==> src/hw/rtl/cdc_pkg.sv <==
// types and constants shared by the capacitor dump controller modules
package cdc_pkg;

  localparam int unsigned SampleBits   = 10;
  localparam int unsigned NumButtons   = 4;
  localparam int unsigned HoldBits     = 8;
  localparam int unsigned CfgIndexBits = 3;

  // button bit positions, active-low levels on the input
  localparam int unsigned BtnSave  = 0;
  localparam int unsigned BtnMode  = 1;
  localparam int unsigned BtnPlus  = 2;
  localparam int unsigned BtnMinus = 3;

  localparam logic OpTick   = 1'b0;
  localparam logic OpSample = 1'b1;

  typedef enum logic [CfgIndexBits-1:0] {
    CfgChangeThreshold = 3'd0,
    CfgPressHoldTicks  = 3'd1,
    CfgParallelMax     = 3'd2,
    CfgSeriesMax       = 3'd3,
    CfgMinTicks        = 3'd4
  } cfg_reg_e;

  localparam logic [SampleBits-1:0] ChangeThresholdRst = 10'd11;
  localparam logic [HoldBits-1:0]   PressHoldRst       = 8'd12;
  localparam logic [HoldBits-1:0]   ParallelMaxRst     = 8'd100;
  localparam logic [HoldBits-1:0]   SeriesMaxRst       = 8'd50;
  localparam logic [HoldBits-1:0]   MinTicksRst        = 8'd1;
  localparam logic [HoldBits-1:0]   ParallelHoldRst    = 8'd1;
  localparam logic [HoldBits-1:0]   SeriesHoldRst      = 8'd50;

  typedef struct packed {
    logic                  op;
    logic [NumButtons-1:0] buttons;
    logic [SampleBits-1:0] vcap;
  } in_item_t;

  typedef struct packed {
    logic                  parallel_on;
    logic                  series_on;
    logic                  in_setup;
    logic                  setup_target;
    logic [HoldBits-1:0]   pulse_count;
    logic [HoldBits-1:0]   parallel_hold;
    logic [HoldBits-1:0]   series_hold;
    logic                  save_request;
    logic [NumButtons-1:0] button_events;
  } out_item_t;

  typedef struct packed {
    logic [SampleBits-1:0] change_threshold;
    logic [HoldBits-1:0]   press_hold_ticks;
    logic [HoldBits-1:0]   parallel_max_ticks;
    logic [HoldBits-1:0]   series_max_ticks;
    logic [HoldBits-1:0]   min_ticks;
  } cfg_t;

endpackage

==> src/hw/rtl/cdc_debounce.sv <==
// button debounce: per-button hold counters, press events and the event latch
module cdc_debounce (
  input  logic                           clk_i,
  input  logic                           rst_ni,
  input  logic                           step_i,
  input  logic                           tick_i,
  input  logic [cdc_pkg::NumButtons-1:0] buttons_i,
  input  logic [cdc_pkg::HoldBits-1:0]   press_hold_i,
  input  logic                           take_i,
  output logic [cdc_pkg::NumButtons-1:0] made_o,
  output logic [cdc_pkg::NumButtons-1:0] events_o
);

  logic [cdc_pkg::NumButtons-1:0] prev_q, prev_d;
  logic [cdc_pkg::NumButtons-1:0] latch_q, latch_d;
  logic [cdc_pkg::HoldBits-1:0]   cnt_q [cdc_pkg::NumButtons];
  logic [cdc_pkg::HoldBits-1:0]   cnt_d [cdc_pkg::NumButtons];
  logic [cdc_pkg::HoldBits-1:0]   cnt_inc [cdc_pkg::NumButtons];
  logic [cdc_pkg::NumButtons-1:0] latch_upd;

  always_comb begin
    made_o    = '0;
    latch_upd = latch_q;
    for (int i = 0; i < cdc_pkg::NumButtons; i++) begin
      cnt_inc[i] = cnt_q[i] + 1'b1;
      cnt_d[i]   = cnt_q[i];
      if (tick_i) begin
        if (!buttons_i[i] && (prev_q[i] == buttons_i[i])) begin
          cnt_d[i] = cnt_inc[i];
          if (cnt_inc[i] == press_hold_i) begin
            made_o[i]    = 1'b1;
            latch_upd[i] = 1'b1;
            cnt_d[i]     = '0;
          end
        end else begin
          latch_upd[i] = 1'b0;
          cnt_d[i]     = '0;
        end
      end
    end
    events_o = latch_upd;
    latch_d  = take_i ? '0 : latch_upd;
    prev_d   = tick_i ? buttons_i : prev_q;
  end

  always_ff @(posedge clk_i or negedge rst_ni) begin
    if (!rst_ni) begin
      prev_q  <= '0;
      latch_q <= '0;
      for (int i = 0; i < cdc_pkg::NumButtons; i++) begin
        cnt_q[i] <= '0;
      end
    end else if (step_i) begin
      prev_q  <= prev_d;
      latch_q <= latch_d;
      for (int i = 0; i < cdc_pkg::NumButtons; i++) begin
        cnt_q[i] <= cnt_d[i];
      end
    end
  end

endmodule

==> src/hw/rtl/cdc_ctrl.sv <==
// mode control: reference tracking, hold timing, pulse count and setup adjust
module cdc_ctrl #(
  parameter int unsigned TICK_COUNT_BITS = 8
) (
  input  logic                           clk_i,
  input  logic                           rst_ni,
  input  logic                           step_i,
  input  cdc_pkg::in_item_t              item_i,
  input  cdc_pkg::cfg_t                  cfg_i,
  input  logic [cdc_pkg::NumButtons-1:0] events_i,
  input  logic [cdc_pkg::NumButtons-1:0] made_i,
  output logic                           take_o,
  output cdc_pkg::out_item_t             res_o
);

  localparam int unsigned CmpBits =
    (TICK_COUNT_BITS > cdc_pkg::HoldBits) ? TICK_COUNT_BITS : cdc_pkg::HoldBits;

  typedef enum logic [1:0] {
    ModeParallel = 2'd0,
    ModeSeries   = 2'd1,
    ModeSetup    = 2'd2
  } mode_e;

  mode_e                             mode_q, mode_d;
  logic                              pending_q, pending_d;
  logic [cdc_pkg::SampleBits-1:0]    ref_q, ref_d;
  logic [TICK_COUNT_BITS-1:0]        tc_q, tc_d, tc_inc;
  logic [cdc_pkg::HoldBits-1:0]      pulses_q, pulses_d;
  logic [cdc_pkg::HoldBits-1:0]      phold_q, phold_d;
  logic [cdc_pkg::HoldBits-1:0]      shold_q, shold_d;
  logic                              tgt_q, tgt_d;
  logic                              is_tick, save;
  logic [CmpBits-1:0]                tc_ext;
  logic                              series_done, parallel_done;
  logic [cdc_pkg::SampleBits-1:0]    diff;

  function automatic logic [cdc_pkg::HoldBits-1:0] adjust(
    input logic [cdc_pkg::HoldBits-1:0] v,
    input logic                         minus,
    input logic                         plus,
    input logic [cdc_pkg::HoldBits-1:0] mn,
    input logic [cdc_pkg::HoldBits-1:0] mx
  );
    logic [cdc_pkg::HoldBits:0] w;
    logic [cdc_pkg::HoldBits:0] mn_w;
    logic [cdc_pkg::HoldBits:0] mx_w;
    w    = {1'b0, v};
    mn_w = {1'b0, mn};
    mx_w = {1'b0, mx};
    if (minus) begin
      if (w >= mn_w + mn_w) w = w - mn_w;
      else                  w = mn_w;
    end
    if (plus) begin
      if (w + mn_w <= mx_w) w = w + mn_w;
      else                  w = mx_w;
    end
    return w[cdc_pkg::HoldBits-1:0];
  endfunction

  always_comb begin
    is_tick = (item_i.op == cdc_pkg::OpTick);
    tc_inc  = (is_tick && (tc_q != '1)) ? tc_q + 1'b1 : tc_q;
    tc_ext  = CmpBits'(tc_inc);
    series_done   = is_tick && (tc_ext >= CmpBits'(shold_q));
    parallel_done = is_tick && !pending_q && (tc_ext >= CmpBits'(phold_q));
    diff = (item_i.vcap > ref_q) ? item_i.vcap - ref_q : ref_q - item_i.vcap;

    mode_d    = mode_q;
    pending_d = pending_q;
    ref_d     = ref_q;
    tc_d      = tc_inc;
    pulses_d  = pulses_q;
    phold_d   = phold_q;
    shold_d   = shold_q;
    tgt_d     = tgt_q;
    save      = 1'b0;
    take_o    = 1'b1;

    unique case (mode_q)
      ModeSeries: begin
        take_o = series_done;
        if (series_done) begin
          if (events_i[cdc_pkg::BtnMode]) begin
            mode_d = ModeSetup;
            tgt_d  = 1'b0;
          end else begin
            mode_d    = ModeParallel;
            pending_d = 1'b1;
            tc_d      = '0;
          end
        end
      end
      ModeSetup: begin
        tgt_d = tgt_q ^ events_i[cdc_pkg::BtnMode];
        if (!tgt_d) begin
          phold_d = adjust(phold_q, events_i[cdc_pkg::BtnMinus], events_i[cdc_pkg::BtnPlus],
                           cfg_i.min_ticks, cfg_i.parallel_max_ticks);
        end else begin
          shold_d = adjust(shold_q, events_i[cdc_pkg::BtnMinus], events_i[cdc_pkg::BtnPlus],
                           cfg_i.min_ticks, cfg_i.series_max_ticks);
        end
        if (events_i[cdc_pkg::BtnSave]) begin
          save      = 1'b1;
          mode_d    = ModeParallel;
          pending_d = 1'b1;
          tc_d      = '0;
        end
      end
      default: begin
        mode_d = ModeParallel;
        if (events_i[cdc_pkg::BtnMode]) begin
          mode_d = ModeSetup;
          tgt_d  = 1'b0;
        end else if (!is_tick) begin
          if (pending_q || (diff >= cfg_i.change_threshold)) begin
            ref_d     = item_i.vcap;
            pending_d = 1'b0;
            tc_d      = '0;
          end
        end else if (parallel_done) begin
          mode_d   = ModeSeries;
          pulses_d = pulses_q + 1'b1;
          tc_d     = '0;
        end
      end
    endcase

    res_o.parallel_on   = (mode_d == ModeParallel);
    res_o.series_on     = (mode_d == ModeSeries);
    res_o.in_setup      = (mode_d == ModeSetup);
    res_o.setup_target  = tgt_d;
    res_o.pulse_count   = pulses_d;
    res_o.parallel_hold = phold_d;
    res_o.series_hold   = shold_d;
    res_o.save_request  = save;
    res_o.button_events = made_i;
  end

  always_ff @(posedge clk_i or negedge rst_ni) begin
    if (!rst_ni) begin
      mode_q    <= ModeParallel;
      pending_q <= 1'b1;
      ref_q     <= '0;
      tc_q      <= '0;
      pulses_q  <= '0;
      phold_q   <= cdc_pkg::ParallelHoldRst;
      shold_q   <= cdc_pkg::SeriesHoldRst;
      tgt_q     <= 1'b0;
    end else if (step_i) begin
      mode_q    <= mode_d;
      pending_q <= pending_d;
      ref_q     <= ref_d;
      tc_q      <= tc_d;
      pulses_q  <= pulses_d;
      phold_q   <= phold_d;
      shold_q   <= shold_d;
      tgt_q     <= tgt_d;
    end
  end

endmodule

==> src/hw/rtl/capacitor_dump_controller_core.sv <==
// top level of the capacitor dump controller: channels, config registers, pipeline
//
// Input channel (in_valid_i / in_stall_o / in_data_i): one beat is either a 100 Hz
// timer tick carrying the four active-low button levels (op 0) or a capacitor
// voltage sample (op 1). Every input beat gives exactly one output beat on
// out_valid_o / out_stall_i / out_data_o with the switch drives, mode, settings,
// pulse count, save request and the button events made by that beat.
// An input beat waits in the input register, then the control update lands in
// the output register. Throughput is one beat per cycle while the receiver
// does not stall; the only loops are the controller and debounce state updates.
// While the receiver stalls, the output beat holds and one more input beat is
// taken into the input register before in_stall_o rises.
// Config writes (cfg_valid_i / cfg_ready_o) are taken in any cycle; indexes
// beyond the register list are ignored. Writes belong in idle periods.
// Reset puts the block in parallel mode with the reference pending, clears the
// tick count, pulse count and debounce state, and loads the default settings.
module capacitor_dump_controller_core #(
  parameter int unsigned TICK_COUNT_BITS = 8
) (
  input  logic                                clk_i,
  input  logic                                rst_ni,
  input  logic                                in_valid_i,
  output logic                                in_stall_o,
  input  cdc_pkg::in_item_t                   in_data_i,
  output logic                                out_valid_o,
  input  logic                                out_stall_i,
  output cdc_pkg::out_item_t                  out_data_o,
  input  logic                                cfg_valid_i,
  output logic                                cfg_ready_o,
  input  logic [cdc_pkg::CfgIndexBits-1:0]    cfg_index_i,
  input  logic [cdc_pkg::SampleBits-1:0]      cfg_data_i
);

  logic                           in_valid_q, in_valid_d;
  cdc_pkg::in_item_t              in_q;
  logic                           out_valid_q, out_valid_d;
  cdc_pkg::out_item_t             out_q;
  cdc_pkg::out_item_t             res;
  cdc_pkg::cfg_t                  cfg_q;
  logic                           step, in_take, take;
  logic [cdc_pkg::NumButtons-1:0] made, events;

  assign step        = in_valid_q && (!out_valid_q || !out_stall_i);
  assign in_stall_o  = in_valid_q && !step;
  assign in_take     = in_valid_i && !in_stall_o;
  assign in_valid_d  = in_take || (in_valid_q && !step);
  assign out_valid_d = step || (out_valid_q && out_stall_i);
  assign cfg_ready_o = 1'b1;
  assign out_valid_o = out_valid_q;
  assign out_data_o  = out_q;

  cdc_debounce u_debounce (
    .clk_i,
    .rst_ni,
    .step_i       (step),
    .tick_i       (in_q.op == cdc_pkg::OpTick),
    .buttons_i    (in_q.buttons),
    .press_hold_i (cfg_q.press_hold_ticks),
    .take_i       (take),
    .made_o       (made),
    .events_o     (events)
  );

  cdc_ctrl #(
    .TICK_COUNT_BITS (TICK_COUNT_BITS)
  ) u_ctrl (
    .clk_i,
    .rst_ni,
    .step_i   (step),
    .item_i   (in_q),
    .cfg_i    (cfg_q),
    .events_i (events),
    .made_i   (made),
    .take_o   (take),
    .res_o    (res)
  );

  always_ff @(posedge clk_i or negedge rst_ni) begin
    if (!rst_ni) begin
      in_valid_q  <= 1'b0;
      out_valid_q <= 1'b0;
    end else begin
      in_valid_q  <= in_valid_d;
      out_valid_q <= out_valid_d;
    end
  end

  always_ff @(posedge clk_i) begin
    if (in_take) begin
      in_q <= in_data_i;
    end
    if (step) begin
      out_q <= res;
    end
  end

  always_ff @(posedge clk_i or negedge rst_ni) begin
    if (!rst_ni) begin
      cfg_q.change_threshold   <= cdc_pkg::ChangeThresholdRst;
      cfg_q.press_hold_ticks   <= cdc_pkg::PressHoldRst;
      cfg_q.parallel_max_ticks <= cdc_pkg::ParallelMaxRst;
      cfg_q.series_max_ticks   <= cdc_pkg::SeriesMaxRst;
      cfg_q.min_ticks          <= cdc_pkg::MinTicksRst;
    end else if (cfg_valid_i) begin
      case (cfg_index_i)
        cdc_pkg::CfgChangeThreshold: cfg_q.change_threshold <= cfg_data_i;
        cdc_pkg::CfgPressHoldTicks:
          cfg_q.press_hold_ticks <= cfg_data_i[cdc_pkg::HoldBits-1:0];
        cdc_pkg::CfgParallelMax:
          cfg_q.parallel_max_ticks <= cfg_data_i[cdc_pkg::HoldBits-1:0];
        cdc_pkg::CfgSeriesMax:
          cfg_q.series_max_ticks <= cfg_data_i[cdc_pkg::HoldBits-1:0];
        cdc_pkg::CfgMinTicks:
          cfg_q.min_ticks <= cfg_data_i[cdc_pkg::HoldBits-1:0];
        default: ;
      endcase
    end
  end

endmodule

==> config.mk <==
export PLATFORM = sky130hd
export DESIGN_NAME = capacitor_dump_controller_core
export DESIGN_NICKNAME = d
export VERILOG_FILES = /design/src/hw/rtl/cdc_pkg.sv /design/src/hw/rtl/cdc_debounce.sv /design/src/hw/rtl/cdc_ctrl.sv /design/src/hw/rtl/capacitor_dump_controller_core.sv
export SDC_FILE = /design/constraint.sdc
export NUM_CORES = 1
export LEC_CHECK = 0
export BUFFER_PORTS_ARGS = -buffer_cell sky130_fd_sc_hd__buf_2
export CAP_MARGIN = 20
export CORE_ASPECT_RATIO = 0.8
export CORE_MARGIN = 8
export CORE_UTILIZATION = 55
export DETAILED_ROUTE_END_ITERATION = 10
export PLACE_DENSITY_LB_ADDON = 0.08
export SYNTH_ARGS = -nofsm -noshare
export SYNTH_HDL_FRONTEND = slang
export SYNTH_SLANG_ARGS = --single-unit
==> constraint.sdc <==
create_clock -name clk_i -period 8.8 [get_ports clk_i]
set_input_delay 0.44 -clock clk_i [delete_from_list [all_inputs] [get_ports clk_i]]
set_output_delay 0.44 -clock clk_i [all_outputs]
set_load 0.1 [all_outputs]
== Word level (Yosys, flattened, before mapping) ==
Cells that the tools add are included.
Storage, ports and cells
  bits in writable memories: 0
  memories kept: 0
  register bits after elaboration: 178
  bits in latches: 0
  word-level logic and storage cells: 202
  bits in read-only memories: 0
Operators by class
  shifts and indexed selects: 0
  reduce and logical (&&, ||, !) cells: 42
  equality and inequality tests: 21
  add/sub/neg operators: 13
  divide/modulo/power cells: 0
  bitwise logic cells: 8
  order comparisons: 8
  mux-type cells: 74
  multiply operators: 0
Operators by type and width (count)
  8-bit 2-to-1 mux: 28
  9-bit 2-to-1 mux: 8
  8-bit by 1-bit adder with 8-bit output, second input constant: 6
  8-bit == test: 4
  1-bit 2-to-1 mux: 27
  10-bit subtractor: 2
  9-bit by 8-bit adder with 9-bit output: 2
  8-bit by 9-bit greater-or-equal comparator with 1-bit output: 2
  9-bit by 8-bit <= comparator with 1-bit output: 2
  8-bit by 8-bit subtractor with 9-bit output: 2
  8-bit greater-or-equal comparator: 2
  8-bit case mux with 2 select lines: 1
  1-bit logical AND: 12
  2-bit AND reduction: 6
  10-bit greater-or-equal comparator: 1
  10-bit > comparator: 1
  10-bit 2-to-1 mux: 1
  2-bit 2-to-1 mux: 5
  2-bit OR reduction: 5
  8-bit by 8-bit adder with 9-bit output: 1
  1-bit zero test: 9
  8-bit != test, second input constant: 1
  1-bit inverter: 7
  7-bit AND reduction: 1
  other kinds (17): 30

== Logic depth before layout (Yosys ltp) ==
  word-level depth: 14
  depth in mapped cells: 28

== Modules after synthesis ==
From an unflattened synthesis, not the netlist that was laid out.
Unflattened totals
  cells, all modules: 1332
  area total of the unflattened synthesis: 12788.5 µm²
By module, submodules not included
  cdc_ctrl: area each 6607.6 µm², cells each 828, times used 1, seq. area each 1157.4 µm²
  capacitor_dump_controller_core: area each 3184.3 µm², cells each 152, times used 1, seq. area each 2557.5 µm²
  cdc_debounce: area each 2996.6 µm², cells each 352, times used 1, seq. area each 1001.0 µm²

== Least setup slack after synthesis ==
No wires, ideal clock.
  kind: register to register
  from: register u_debounce.cnt_q[0] in the netlist's numbering
  to: register u_ctrl.shold_q[6] in the netlist's numbering
  slack: 3146 ps
  clock period less this slack: 5654 ps
  arrival time: 5589 ps
  path buffers: 1
  stages on the path, launching flop included: 27
  cell sequence: dfrtp_1 ha_1 nand2_1 or3_1 a211o_1 or3_4 o21ai_0 buf_2 nor2_1 a21oi_1 ha_1 a21o_1 a21oi_1 o21bai_1 a21o_1 a21o_1 a21oi_1 xnor2_1 ha_1 nand2_1 a21oi_1 a221o_1 o31ai_1 nand4_1 nor3_1 and2_1 a211o_1
Between the ends
  cells in the longest elaborated chain, start to end: 14
Ends and longest elaborated chain
  start: declaration: line cdc_debounce.sv:16  | logic [cdc_pkg::HoldBits-1:0] cnt_q [cdc_pkg::NumButtons];
  start signal: indexed assignment: line cdc_debounce.sv:57  | cnt_q[i] <= cnt_d[i];
  8-bit by 1-bit adder with 8-bit output (*): line cdc_debounce.sv:25  | cnt_inc[i] = cnt_q[i] + 1'b1;
  8-bit == test (*): line cdc_debounce.sv:30  | if (cnt_inc[i] == press_hold_i) begin
  1-bit 2-to-1 mux (*): line cdc_debounce.sv:30
  1-bit 2-to-1 mux (*): line cdc_debounce.sv:28  | if (!buttons_i[i] && (prev_q[i] == buttons_i[i])) begin
  1-bit 2-to-1 mux (*): line cdc_debounce.sv:27  | if (tick_i) begin
  9-bit 2-to-1 mux (*): line cdc_ctrl.sv:51  | if (minus) begin
  9-bit 2-to-1 mux (*): line cdc_ctrl.sv:97  | if (!tgt_d) begin
  9-bit 2-to-1 mux (*): line cdc_ctrl.sv:81  | unique case (mode_q)
  9-bit by 8-bit adder with 9-bit output: line cdc_ctrl.sv:56  | if (w + mn_w <= mx_w) w = w + mn_w;
  9-bit by 8-bit <= comparator with 1-bit output: line cdc_ctrl.sv:56
  8-bit 2-to-1 mux: line cdc_ctrl.sv:56
  8-bit 2-to-1 mux (*): line cdc_ctrl.sv:55  | if (plus) begin
  8-bit 2-to-1 mux (*): line cdc_ctrl.sv:97
  8-bit 2-to-1 mux (*): line cdc_ctrl.sv:81
  end signal: assignment: line cdc_ctrl.sv:149  | shold_q <= cdc_pkg::SeriesHoldRst;
  end signal: assignment: line cdc_ctrl.sv:158  | shold_q <= shold_d;
  end: declaration: line cdc_ctrl.sv:31  | logic [cdc_pkg::HoldBits-1:0] shold_q, shold_d;
Every way passes the cells marked *; elsewhere a longest branch is shown, timed or not. The select of a mux whose other input is x is not followed.
A chain may end at the register's enable or synchronous reset.

== Worst setup path in the final report ==
Same ends and word-level chain as after synthesis.

==> reports/metrics.json <==
{
  "report.final.slew_viol_count": 0,
  "setup_tns_ns": 0,
  "cts_resized": 0,
  "port_buf_inserts": 67,
  "critPathCaptureType": "flip-flop",
  "ioPinCount": 69,
  "largest_net_degree_at_the_start_of_global_routing": 87,
  "floorplan.die_area_sq_um": 27900,
  "cap_violations": 0,
  "antenna_cells": 0,
  "dpl_worst_slack_ns": 2.29,
  "vdd_ir_drop_max_mv": 0.128,
  "placement.cell_area_sq_um": 13100,
  "clock_latency_ns": 0.44,
  "share_seq_of_total_power": 0.342,
  "report.final.hold_viol_count": 0,
  "cts_root_buffer": "sky130_fd_sc_hd__clkbuf_16",
  "p_leak_uw": 0.00595,
  "timing.critical_path.from": "u_debounce.cnt_q[0]$_DFFE_PN0P_",
  "clock.fmax_mhz": 150,
  "async_set_or_reset_register_ratio_after_synthesis": 0.730,
  "worst_flop_to_flop_path_endpoint": "u_ctrl.shold_q[6]$_DFFE_PN0P_",
  "die_y_microns": 151,
  "postSynthNetCount": 1510,
  "cts.repair_timing.setup_buffer_count": 0,
  "global_route_met2_utilization": 0.348,
  "global_route.overflow_total": 0,
  "remaining_drc_errors": 0,
  "synthXorXnorAreaFrac": 0.0651,
  "timing.final.setup_violations": 0,
  "period_minus_slack_ns": 6.64,
  "clock_power_share": 0.240,
  "final_util": 0.614,
  "clock_path_buffers": 2,
  "final.hold.worst_slack_ns": 0.0428,
  "floorplan.core_area_sq_um": 22400,
  "drive_gt1_frac": 0.127,
  "number_of_buffers_created_by_cts": 17,
  "mostFrequentLayoutCell": "sky130_fd_sc_hd__nand2_1",
  "hp-class": "in -> async",
  "synth_warnings": 0,
  "grt_most_used_layer": "met1",
  "power_switching_uw": 1310,
  "cts_hold_buf": 0,
  "skew_ns": 0.0111,
  "setup_slack_ns": 2.16,
  "synth-simple-area-share": 0.153,
  "drt-initial-drc-count": 806,
  "comb_power_share": 0.418,
  "grt_setup_unrepaired": "no",
  "timing.final.crit_share": 0.755,
  "fraction_of_synthesized_area_in_multiplexers": 0.0427,
  "routabilityCongestion": 0.907,
  "timing.critical_path.required_ns": 9.17,
  "internal_power_uw": 1950,
  "area.growth.synth_to_final_pct": 9.77,
  "die_width_microns": 185,
  "routed_wire_length_per_instance_microns": 18.7,
  "rows": 49,
  "netlist_area_sq_um": 12500,
  "drtPass1Iterations": 5,
  "globalRouteTotalUtil": 0.238,
  "outcome": "completed",
  "max_slew_margin": 0.367,
  "synthDistinctLibCells": 75,
  "antenna_violating_nets_post_route": 0,
  "detailroute.via_count": 10284,
  "syn_inst": 1355,
  "via_count_of_the_first_global_routing_pass": 9714,
  "critPathKind": "reg -> reg",
  "path_max_fanout": 30,
  "met1_usage": 0.349,
  "synth-edff-count": 48,
  "area_share_of_fa_ha_maj_cells_after_synthesis": 0.126,
  "sw_frac_of_total": 0.401,
  "clkSlewWorstSetupHoldPaths_ns": 0.07,
  "global_route_wire_length_before_repair_microns": 52400,
  "synth_seq_cells": 178,
  "clkSinkCount": 178,
  "final_design_area_no_fill_sq_um": 13700,
  "htree_num_levels": 4,
  "start_kind": "flip-flop",
  "r2r_start": "u_debounce.cnt_q[0]$_DFFE_PN0P_",
  "met3_usage": 0.0549,
  "ff2ff_setup_slack_ns": 2.16,
  "synth_top_family_by_area": "compound AO/OA/AOI/OAI gates",
  "avgViaCountPerCell": 5.97,
  "powerDensity_nw_per_um2": 237,
  "filler_cell_count": 1904,
  "clock_tree_from_tritoncts": "done",
  "synthFlopType": "sky130_fd_sc_hd__dfrtp_1",
  "timing.critical_path.arrival_ns": 7.02,
  "tightestPinTransition_ns": 0.945,
  "worstRegToRegCells": 26,
  "share_of_the_synthesized_area_in_compound_gates_ao_oa_aoi_oai": 0.187,
  "synth.avg_cell_area_sq_um": 9.23,
  "dpl.hpwl_microns": 24000,
  "final_cell_mix": "sky130_fd_sc_hd__nand2_1 (152), sky130_fd_sc_hd__o21ai_0 (137), sky130_fd_sc_hd__ha_1 (116)",
  "drt_wl_total_microns": 32200,
  "initial_core_utilization": 0.559,
  "grt_antenna_before_repair": 0,
  "synth_seq_area_share": 0.377,
  "final_net_count": 1558
}
-- worst max-delay path by stage --
stage | slack, ns | depth (start not counted) | endpoint
5_1_grt | 1.67 | 26 | u_ctrl.shold_q[4]$_DFFE_PN1P_
3_5_place_dp | 2.29 | 26 | u_ctrl.shold_q[6]$_DFFE_PN0P_
2_1_floorplan | 3.15 | 26 | u_ctrl.shold_q[6]$_DFFE_PN0P_
3_3_place_gp | 2.48 | 26 | u_ctrl.shold_q[4]$_DFFE_PN1P_
6_report | 2.16 | 26 | u_ctrl.shold_q[6]$_DFFE_PN0P_
4_1_cts | 2.25 | 26 | u_ctrl.shold_q[6]$_DFFE_PN0P_
-- critical path, stage by stage (launching register included) --
cell and delay, ns:
sky130_fd_sc_hd__dfrtp_1 0.41, sky130_fd_sc_hd__ha_1 0.29, sky130_fd_sc_hd__nand2_1 0.13, sky130_fd_sc_hd__or3_1 0.36
sky130_fd_sc_hd__a211o_1 0.31, sky130_fd_sc_hd__or3_4 0.39, sky130_fd_sc_hd__o21ai_2 0.12, sky130_fd_sc_hd__buf_4 0.34
sky130_fd_sc_hd__nor2_1 0.07, sky130_fd_sc_hd__a21oi_1 0.37, sky130_fd_sc_hd__ha_1 0.31, sky130_fd_sc_hd__a21o_1 0.18
sky130_fd_sc_hd__a21oi_1 0.21, sky130_fd_sc_hd__o21bai_1 0.08, sky130_fd_sc_hd__a21o_1 0.20, sky130_fd_sc_hd__a21o_1 0.17
sky130_fd_sc_hd__a21oi_1 0.17, sky130_fd_sc_hd__xnor2_1 0.22, sky130_fd_sc_hd__ha_1 0.32, sky130_fd_sc_hd__nand2_1 0.10
sky130_fd_sc_hd__a21oi_1 0.05, sky130_fd_sc_hd__a221o_1 0.33, sky130_fd_sc_hd__o31ai_1 0.11, sky130_fd_sc_hd__nand4_1 0.25
sky130_fd_sc_hd__nor3_1 0.78, sky130_fd_sc_hd__and2_1 0.23, sky130_fd_sc_hd__a211o_1 0.10
-- synthesized netlist by cell type (32+ instances only) --
master / number / area share
sky130_fd_sc_hd__a21oi_1: 49 / 0.020
sky130_fd_sc_hd__nor2_1: 65 / 0.020
sky130_fd_sc_hd__o21ai_0: 138 / 0.055
sky130_fd_sc_hd__ha_1: 116 / 0.12
sky130_fd_sc_hd__dfrtp_1: 113 / 0.23
sky130_fd_sc_hd__xnor2_1: 66 / 0.046
sky130_fd_sc_hd__edfxtp_1: 48 / 0.12
sky130_fd_sc_hd__nand2_1: 152 / 0.046
sky130_fd_sc_hd__clkbuf_1: 32 / 0.0096
sky130_fd_sc_hd__nand3_1: 33 / 0.013
sky130_fd_sc_hd__inv_1: 107 / 0.032
-- routing by layer --
layer | up-vias | part of all wire | routed length (microns)
li1 | 4964 | - | -
met1 | 4949 | 0.49 | 15600
met2 | 333 | 0.42 | 13600
met3 | 38 | 0.078 | 2510
met4 | 0 | 0.015 | 484
met5 | - | 0 | 0
-- state kept, by name, summed over array words and instances (netlist names) --
signal / count
in_q: 15
u_ctrl.tgt_q: 1
u_ctrl.ref_q: 10
cfg_q: 42
out_valid_o: 1
u_debounce.cnt_q: 32
u_debounce.latch_q: 4
u_ctrl.shold_q: 8
u_debounce.prev_q: 4
u_ctrl.phold_q: 8
u_ctrl.pulses_q: 8
out_data_o: 33
u_ctrl.tc_q: 8
u_ctrl.mode_q: 2
u_ctrl.pending_q: 1
in_valid_q: 1
-- per-stage QoR --
| step | total power, uW | instances |
|---|---|---|
| 4_1_cts | 3270 | 1722 |
| 6_report | 3260 | 1722 |
| 3_5_place_dp | 2470 | 1690 |
| 5_1_grt | 3480 | 1722 |
| 3_3_place_gp | 2450 | 1690 |
| 2_1_floorplan | 2130 | 1355 |
-- power by group through the flow --
stage / logic [uW] / registers (uW) / clock network, uW
after global routing: 1520 / 1130 / 828
after floorplan: 945 / 1180 / 0
after detailed placement: 1350 / 1130 / 0
after global placement: 1330 / 1120 / 0
after CTS: 1360 / 1110 / 795
final: 1360 / 1110 / 782
-- cells by family (layout without fill, tap and decap cells) --
| family | count (synthesis) | in the layout |
|---|---|---|
| AO/OA/AOI/OAI | 364 | 364 |
| XOR/XNOR | 93 | 93 |
| adder cells (fa/ha/maj) | 123 | 123 |
| buffers and inverters | 156 | 217 |
| flip-flops | 178 | 178 |
| multiplexers | 50 | 50 |
| other | 1 | 1 |
| AND/OR/NAND/NOR | 390 | 390 |
-- cell type report --
class	instances	area, sq um	area share
Clock inverter	14	156	0.0114
Sequential cell	178	4720	0.343
Tap cell	306	383	0.0279
Clock buffer	18	450	0.0328
Multi-Input combinational cell	1021	7200	0.524
Inverter	107	402	0.0293
Timing Repair Buffer	78	424	0.0309
(Power assumes the default switching activity.)
